**config.mk**
```make
export PLATFORM = sky130hd
export DESIGN_NAME = sud_ctrl
export DESIGN_NICKNAME = d
export VERILOG_FILES = /design/src/hw/rtl/sud_pkg.sv /design/src/hw/rtl/sud_ctrl.sv
export SDC_FILE = /design/constraint.sdc
export NUM_CORES = 1
export LEC_CHECK = 0
export BUFFER_PORTS_ARGS = -buffer_cell sky130_fd_sc_hd__buf_2
export CAP_MARGIN = 30
export CORE_MARGIN = 2
export CORE_UTILIZATION = 30
export CTS_BUF_LIST = sky130_fd_sc_hd__clkbuf_4 sky130_fd_sc_hd__clkbuf_8
export CTS_CLUSTER_DIAMETER = 50
export DETAILED_ROUTE_END_ITERATION = 6
export PLACE_DENSITY_LB_ADDON = 0.05
export SYNTH_ARGS = -nofsm -noshare
export SYNTH_HDL_FRONTEND = slang
export SYNTH_SLANG_ARGS = --single-unit
```
**constraint.sdc**
```tcl
create_clock -name clk -period 5.6 [get_ports clk]
set_clock_uncertainty 0.2 [all_clocks]
set_input_delay 0.56 -clock clk [delete_from_list [all_inputs] [get_ports clk]]
set_output_delay 0.56 -clock clk [all_outputs]
set_load 0.01 [all_outputs]
```
**src/hw/rtl/sud_pkg.sv**
```systemverilog
// Shared types, codes and constants of the swap usage duration predictor.
package sud_pkg;

    localparam int TIME_W = 63;
    localparam int DATA_W = 64;
    localparam int CFG_W  = 40;

    localparam logic [1:0] KIND_ENABLE  = 2'd0;
    localparam logic [1:0] KIND_DISABLE = 2'd1;
    localparam logic [1:0] KIND_PREDICT = 2'd2;
    localparam logic [1:0] KIND_RESTORE = 2'd3;

    localparam logic [2:0] ST_OK       = 3'd0;
    localparam logic [2:0] ST_MISMATCH = 3'd1;
    localparam logic [2:0] ST_TOO_NEW  = 3'd2;
    localparam logic [2:0] ST_ORDER    = 3'd3;
    localparam logic [2:0] ST_NEG_DUR  = 3'd4;

    localparam logic CFG_MERGE = 1'b0;
    localparam logic CFG_WEEK  = 1'b1;

    localparam logic [CFG_W-1:0] MERGE_RESET = 40'd3600000000;
    localparam logic [CFG_W-1:0] WEEK_RESET  = 40'd604800000000;

    typedef struct packed {
        logic [1:0]        kind;
        logic [62:0]       time_us;
        logic [62:0]       entry_start_us;
        logic signed [63:0] entry_duration_us;
    } in_item_t;

    typedef struct packed {
        logic [2:0]        status;
        logic signed [63:0] predicted_us;
        logic              record_valid;
        logic [62:0]       record_start_us;
        logic signed [63:0] record_duration_us;
    } out_item_t;

    typedef enum logic [4:0] {
        OP_NONE, OP_LATCH, OP_RD_NEW, OP_RD_K, OP_LOAD, OP_ENABLE, OP_MISS, OP_DIS,
        OP_RESTORE, OP_PBEGIN, OP_DIV_NW, OP_NW, OP_DOUBLE, OP_DUR, OP_DIV_SW, OP_SW,
        OP_DIV_EW, OP_EW, OP_DOW, OP_DIV_R, OP_REPS, OP_MUL_T, OP_TRI, OP_MUL_W, OP_WT,
        OP_MUL_R, OP_ACC, OP_NEXT, OP_DIV_F, OP_PRED, OP_EMIT
    } op_t;

    typedef struct packed {
        op_t op;
    } dp_cmd_t;

    typedef struct packed {
        logic [1:0] kind;
        logic       enabled;
        logic       cnt_zero;
        logic       div_busy;
        logic       mul_busy;
        logic       nw_zero;
        logic       ew_take;
        logic       dow_big;
        logic       last_k;
        logic       out_free;
    } dp_status_t;

endpackage

```
**src/hw/rtl/sud_ctrl.sv**
```systemverilog
// Controller: sequences the datapath through each item's steps.
module sud_ctrl (
    input  logic                clk,
    input  logic                rst_n,
    input  logic                in_valid,
    output logic                in_ready,
    output sud_pkg::dp_cmd_t    cmd,
    input  sud_pkg::dp_status_t status
);

    import sud_pkg::*;

    typedef enum logic [30:0] {
        S_IDLE  = 31'h1 << 0,  S_DISP  = 31'h1 << 1,  S_LDN   = 31'h1 << 2,
        S_EVAL  = 31'h1 << 3,  S_AFTER = 31'h1 << 4,  S_RDB   = 31'h1 << 5,
        S_LDB   = 31'h1 << 6,  S_DNW   = 31'h1 << 7,  S_WNW   = 31'h1 << 8,
        S_NWCHK = 31'h1 << 9,  S_LDN2  = 31'h1 << 10, S_DBL   = 31'h1 << 11,
        S_RDK   = 31'h1 << 12, S_LDK   = 31'h1 << 13, S_DUR   = 31'h1 << 14,
        S_DSW   = 31'h1 << 15, S_WSW   = 31'h1 << 16, S_DEW   = 31'h1 << 17,
        S_WEW   = 31'h1 << 18, S_TAKE  = 31'h1 << 19, S_BIG   = 31'h1 << 20,
        S_WR    = 31'h1 << 21, S_MT    = 31'h1 << 22, S_WMT   = 31'h1 << 23,
        S_MW    = 31'h1 << 24, S_WMW   = 31'h1 << 25, S_MR    = 31'h1 << 26,
        S_WMR   = 31'h1 << 27, S_NEXT  = 31'h1 << 28, S_WF    = 31'h1 << 29,
        S_FIN   = 31'h1 << 30
    } state_t;

    state_t state_reg, state_next;

    always_comb
    begin
        state_next = state_reg;
        cmd.op     = OP_NONE;
        case (state_reg)
            S_IDLE:
            begin
                if (in_valid)
                begin
                    cmd.op     = OP_LATCH;
                    state_next = S_DISP;
                end
            end
            S_DISP:
            begin
                if (status.kind == KIND_RESTORE)
                begin
                    cmd.op     = OP_RESTORE;
                    state_next = S_FIN;
                end
                else
                begin
                    cmd.op     = OP_RD_NEW;
                    state_next = S_LDN;
                end
            end
            S_LDN:
            begin
                cmd.op     = OP_LOAD;
                state_next = S_EVAL;
            end
            S_EVAL:
            begin
                if (status.kind == KIND_ENABLE)
                begin
                    cmd.op     = OP_ENABLE;
                    state_next = S_FIN;
                end
                else
                begin
                    cmd.op     = OP_MISS;
                    state_next = S_AFTER;
                end
            end
            S_AFTER:
            begin
                if (status.kind == KIND_DISABLE)
                begin
                    cmd.op     = OP_DIS;
                    state_next = S_FIN;
                end
                else if (status.cnt_zero)
                begin
                    state_next = S_FIN;
                end
                else
                begin
                    cmd.op     = OP_PBEGIN;
                    state_next = S_RDB;
                end
            end
            S_RDB:
            begin
                cmd.op     = OP_RD_K;
                state_next = S_LDB;
            end
            S_LDB:
            begin
                cmd.op     = OP_LOAD;
                state_next = S_DNW;
            end
            S_DNW:
            begin
                cmd.op     = OP_DIV_NW;
                state_next = S_WNW;
            end
            S_WNW:
            begin
                if (!status.div_busy)
                begin
                    cmd.op     = OP_NW;
                    state_next = S_NWCHK;
                end
            end
            S_NWCHK:
            begin
                // Under one week of history: double the newest duration.
                if (status.nw_zero)
                begin
                    cmd.op     = OP_RD_NEW;
                    state_next = S_LDN2;
                end
                else
                begin
                    state_next = S_RDK;
                end
            end
            S_LDN2:
            begin
                cmd.op     = OP_LOAD;
                state_next = S_DBL;
            end
            S_DBL:
            begin
                cmd.op     = OP_DOUBLE;
                state_next = S_FIN;
            end
            S_RDK:
            begin
                cmd.op     = OP_RD_K;
                state_next = S_LDK;
            end
            S_LDK:
            begin
                cmd.op     = OP_LOAD;
                state_next = S_DUR;
            end
            S_DUR:
            begin
                cmd.op     = OP_DUR;
                state_next = S_DSW;
            end
            S_DSW:
            begin
                cmd.op     = OP_DIV_SW;
                state_next = S_WSW;
            end
            S_WSW:
            begin
                if (!status.div_busy)
                begin
                    cmd.op     = OP_SW;
                    state_next = S_DEW;
                end
            end
            S_DEW:
            begin
                cmd.op     = OP_DIV_EW;
                state_next = S_WEW;
            end
            S_WEW:
            begin
                if (!status.div_busy)
                begin
                    cmd.op     = OP_EW;
                    state_next = S_TAKE;
                end
            end
            S_TAKE:
            begin
                if (status.ew_take)
                begin
                    cmd.op     = OP_DOW;
                    state_next = S_BIG;
                end
                else
                begin
                    state_next = S_NEXT;
                end
            end
            S_BIG:
            begin
                if (status.dow_big)
                begin
                    cmd.op     = OP_DIV_R;
                    state_next = S_WR;
                end
                else
                begin
                    state_next = S_NEXT;
                end
            end
            S_WR:
            begin
                if (!status.div_busy)
                begin
                    cmd.op     = OP_REPS;
                    state_next = S_MT;
                end
            end
            S_MT:
            begin
                cmd.op     = OP_MUL_T;
                state_next = S_WMT;
            end
            S_WMT:
            begin
                if (!status.mul_busy)
                begin
                    cmd.op     = OP_TRI;
                    state_next = S_MW;
                end
            end
            S_MW:
            begin
                cmd.op     = OP_MUL_W;
                state_next = S_WMW;
            end
            S_WMW:
            begin
                if (!status.mul_busy)
                begin
                    cmd.op     = OP_WT;
                    state_next = S_MR;
                end
            end
            S_MR:
            begin
                cmd.op     = OP_MUL_R;
                state_next = S_WMR;
            end
            S_WMR:
            begin
                if (!status.mul_busy)
                begin
                    cmd.op     = OP_ACC;
                    state_next = S_NEXT;
                end
            end
            S_NEXT:
            begin
                if (status.last_k)
                begin
                    cmd.op     = OP_DIV_F;
                    state_next = S_WF;
                end
                else
                begin
                    cmd.op     = OP_NEXT;
                    state_next = S_RDK;
                end
            end
            S_WF:
            begin
                if (!status.div_busy)
                begin
                    cmd.op     = OP_PRED;
                    state_next = S_FIN;
                end
            end
            S_FIN:
            begin
                if (status.out_free)
                begin
                    cmd.op     = OP_EMIT;
                    state_next = S_IDLE;
                end
            end
            default:
            begin
                state_next = S_IDLE;
            end
        endcase
    end

    always_ff @(posedge clk or negedge rst_n)
    begin
        if (!rst_n)
        begin
            state_reg <= S_IDLE;
        end
        else
        begin
            state_reg <= state_next;
        end
    end

    assign in_ready = (state_reg == S_IDLE);

endmodule

```
Word-level counts from Yosys, hierarchy flattened
Index checks and enable logic that the tools add are counted.
{"block": "totals", "regBits": 31, "latch_bits": 0, "ramBits": 0, "rom_bits": 0, "in_bits": 14, "output_inout_bits": 6, "wordCells": 86, "mem_count": 0}
{"block": "op_classes", "add_sub_neg": 0, "multipliers": 0, "div_mod_pow": 0, "magnitude_cmp": 0, "eq_ne": 43, "shifts": 0, "mux": 38, "bitwise": 0, "n_reduce_logical": 4}
{"op": "one-hot mux 31 bit (31 select lines)", "n": 1}
{"op": "2-to-1 mux 31 bit", "n": 14}
{"op": "one-hot mux 5 bit (27 select lines)", "n": 1}
{"op": "2-to-1 mux 29 bit", "n": 2}
{"op": "2-to-1 mux 5 bit", "n": 9}
{"op": "== test 31 x 1 -> 1 bit (second input constant)", "n": 1}
{"op": "== test 31 x 10 -> 1 bit (second input constant)", "n": 1}
{"op": "== test 31 x 11 -> 1 bit (second input constant)", "n": 1}
{"op": "== test 31 x 12 -> 1 bit (second input constant)", "n": 1}
{"op": "== test 31 x 13 -> 1 bit (second input constant)", "n": 1}
{"op": "== test 31 x 14 -> 1 bit (second input constant)", "n": 1}
{"op": "== test 31 x 15 -> 1 bit (second input constant)", "n": 1}
{"op": "== test 31 x 16 -> 1 bit (second input constant)", "n": 1}
{"op": "== test 31 x 17 -> 1 bit (second input constant)", "n": 1}
{"op": "== test 31 x 18 -> 1 bit (second input constant)", "n": 1}
{"op": "== test 31 x 19 -> 1 bit (second input constant)", "n": 1}
{"op": "== test 31 x 2 -> 1 bit (second input constant)", "n": 1}
{"op": "== test 31 x 20 -> 1 bit (second input constant)", "n": 1}
{"op": "== test 31 x 21 -> 1 bit (second input constant)", "n": 1}
{"op": "== test 31 x 22 -> 1 bit (second input constant)", "n": 1}
{"op": "== test 31 x 23 -> 1 bit (second input constant)", "n": 1}
{"op": "== test 31 x 24 -> 1 bit (second input constant)", "n": 1}
{"op": "== test 31 x 25 -> 1 bit (second input constant)", "n": 1}
{"op": "== test 31 x 26 -> 1 bit (second input constant)", "n": 1}
{"op": "25 further kinds", "n": 39}

Depth between registers and ports, before layout
{"block": "logic_depth", "word_depth": 3, "ltp_mapped": 8, "depth_no_buf": 7}

Least setup slack after synthesis
OpenSTA, ideal clock, no wires.
{"block": "synth_timing", "kind": "register to output", "start": "register state_reg[16]", "end": "output cmd[2] (netlist bit)", "arrival_time_ns": 2.084, "t_required_ns": 4.840, "path_slack_ns": 2.756, "path_stages_with_launch": 8, "path_buffers": 1, "cell_sequence": "dfrtp_1 buf_4 nor4_4 nand4_4 or3_1 nor3b_1 and4b_1 nand4_1"}
{"item": "start, declared", "line_no": "sud_ctrl.sv:27", "source": "state_t state_reg, state_next;"}
{"item": "start signal, assigned", "line_no": "sud_ctrl.sv:292", "source": "state_reg <= state_next;"}
{"item": "end, declared", "line_no": "sud_ctrl.sv:7", "source": "output sud_pkg::dp_cmd_t cmd,"}

==> run metrics <==
status completed; Worst-Margin Slew 978 ps; Yosys cell types 53; post-CTS setup repair buffer count 0; FF-to-FF setup slack 2520 ps; Worst Path Required 4840 ps; FILL cells 783; Final Setup Violations 0; Detailed Route WL about 6800 um; power per cell area 274 mW/mm^2; largest net degree at the start of global routing 32; global-route wire length before repair 10800 um; ys flop type dfrtp_1; max cap viols 0; final hold viol count 0; clock buffer count from CTS 5; share of cells above drive strength 1 20.6%; most common cell after layout, fill and taps aside dfrtp_1; Switch Pwr around 0.25 mW; Synth top area share 34.3%; Crit Path Class flip-flop to primary output; Die W 89.4 um; Syn Nets 250; Slew Limit Headroom 33.1%; FF+latch area about 780 sq um; final core utilization ~35%; unrepaired setup endpoints after global routing no; post-route DRC violation count 0; Die Ht 89.4 um; # hold bufs at CTS 0; initial antenna violation count 0; antenna viol nets, final 0; Net Sw Frac 37.3%; io pins 20; Yosys reg bits 31; post-synth top area cell dfrtp_1; worst skew pair latency 290 ps; CTS tree done; grt ovf 0; clock-pin transition on the worst setup and hold timing paths 70 ps; # clock sinks 31; Initial Utilization 30.6%; pins over their slew limit 0; clock share of power approximately 28%; multi-input logic area approximately 0.0014 sq mm; fraction of registers with async set/reset 100%; Placer Congestion 0.853; via count 1968; setup_tns 0 ps; DRT Pass-1 Iters 4; vias per inst 5.53; CP startpoint state_reg[16]; share of power burned in registers 37.4%; die area 0.00799 sq mm; fin crit period a little under 4000 ps; clk buf depth 2; Ys Warns 0; worst vdd ir 115 uV; number of flops mapped to enable cells by yosys 0; Setup crit end cmd[2]; dpl hpwl 5230 um; Area contributors post-synth dfrtp_1, nor3_1, nand4b_1; reg2reg start state_reg[16]; Leak 1.05 nW; worst reg2reg path depth 6; Fin Hold WS 146 ps; synthesized instance count 236; FP Rows 31; Tcrit/Tclk final 69.7%; ant diodes 0; CORE AREA roughly 0.0071 sq mm; Int Pwr 0.424 mW; sequential share of the synthesized area 35.5%; layout overhead on the synthesized area 13.0%; Post-Synthesis Cell Area 0.00219 sq mm; commonest non-fill, non-tap cells in the layout dfrtp_1, nor3_1, nor2_1; via count of the first global-routing pass approximately 2000; Worst EP arrival 3140 ps; Synth Area per Inst between 9 and 10 sq um; HP Class input port to asynchronous set/reset pin; startpoint types flip-flop; post-cts gate resize count 0; Largest register FFs 31; power share of the combinational group 34.6%; reg2reg end state_reg[30]; DR iter-0 viols ~100; Final #Nets 270; IO Port Bufs 18; max frequency 0.256 GHz; H-tree level count 2; Critical Path Sink Type primary output; Tot GR Track Use 18.3%; clock root buffer clkbuf_8; worst-path fanout max 19; WL/cell roughly 19 um
per-layer routing:
metal,global-route usage [%],vias to the layer above,wire (um)
li1,-,969,-
met1,25.4,954,3230
met2,29.8,38,3260
met3,3.23,7,228
met4,4.48,0,68
met5,0,-,0
worst min path at each step:
stage                        from            end  slack, ps  cells after the start
finish                      rst_n   state_reg[9]        150                      1
global route                rst_n   state_reg[9]        200                      1
CTS                         rst_n  state_reg[30]        180                      1
detailed placement  state_reg[17]  state_reg[19]        370                      1
global placement     state_reg[3]   state_reg[3]        370                      1
floorplan                   rst_n  state_reg[10]         60                      0
cells by family (layout without fill, tap and decap cells):
kind of cell	Yosys count	after routing	share of synthesized area [%]
AND/OR/NAND/NOR	151	151	46.8
flip-flops	31	31	35.5
multiplexers	2	2	0.973
XOR/XNOR	5	5	2.00
buffers and inverters	13	34	2.52
AO/OA/AOI/OAI	34	34	12.1
power groups by stage:
stage               sequential (mW)  clock [mW]  combinational (mW)
finish                        0.253       0.189               0.234
detailed placement            0.257           0               0.238
global route                  0.255       0.208               0.256
CTS                           0.253       0.197               0.238
floorplan                     0.254           0               0.163
global placement              0.257           0               0.239
through the flow:
step / cell area (sq um) / power (mW) / worst slack, ps / cells
after floorplan: 2190 / 0.418 / 2760 / 236
after global placement: 2380 / 0.496 / 2000 / 348
after detailed placement: 2380 / 0.495 / 2010 / 348
after CTS: 2470 / 0.688 / 1660 / 356
after global routing: 2470 / 0.719 / 1540 / 356
final: 2470 / 0.676 / 1700 / 356
cells in the mapped netlist, drive strengths merged, types with 2 or more instances:
| cell | instances |
|---|---|
| a21o | 5 |
| inv | 7 |
| nand4b | 12 |
| o311a | 2 |
| nor3b | 3 |
| nor4 | 22 |
| a2111oi | 2 |
| clkbuf | 3 |
| a31oi | 2 |
| a21oi | 4 |
| nand4 | 8 |
| buf | 3 |
| a211oi | 4 |
| or4b | 4 |
| xnor2 | 2 |
| nand2 | 16 |
| and2 | 5 |
| xor2 | 3 |
| nor3 | 26 |
| a22oi | 2 |
| or3 | 13 |
| or4 | 5 |
| o21ai | 5 |
| dfrtp | 30 |
| nor4b | 2 |
| nor2b | 3 |
| nor2 | 19 |
| nand2b | 4 |
| nand3 | 5 |
worst max-delay path, cell delays in order (launching register included):
cell	delay [ps]
dfrtp_1	510
nor4_4	540
nand4_4	380
or3_1	480
nor3b_1	440
and4b_1	260
nand4_1	100
buf_2	150
layout make-up:
class                      instances  share of cell area (%)
sequential                        31                    31.5
inverter                           7                    1.06
timing repair buffer              19                    3.95
multi-input combinational        192                    54.8
tap                               99                    5.02
clock buffer                       8                    3.70
(Power assumes the default switching activity.)
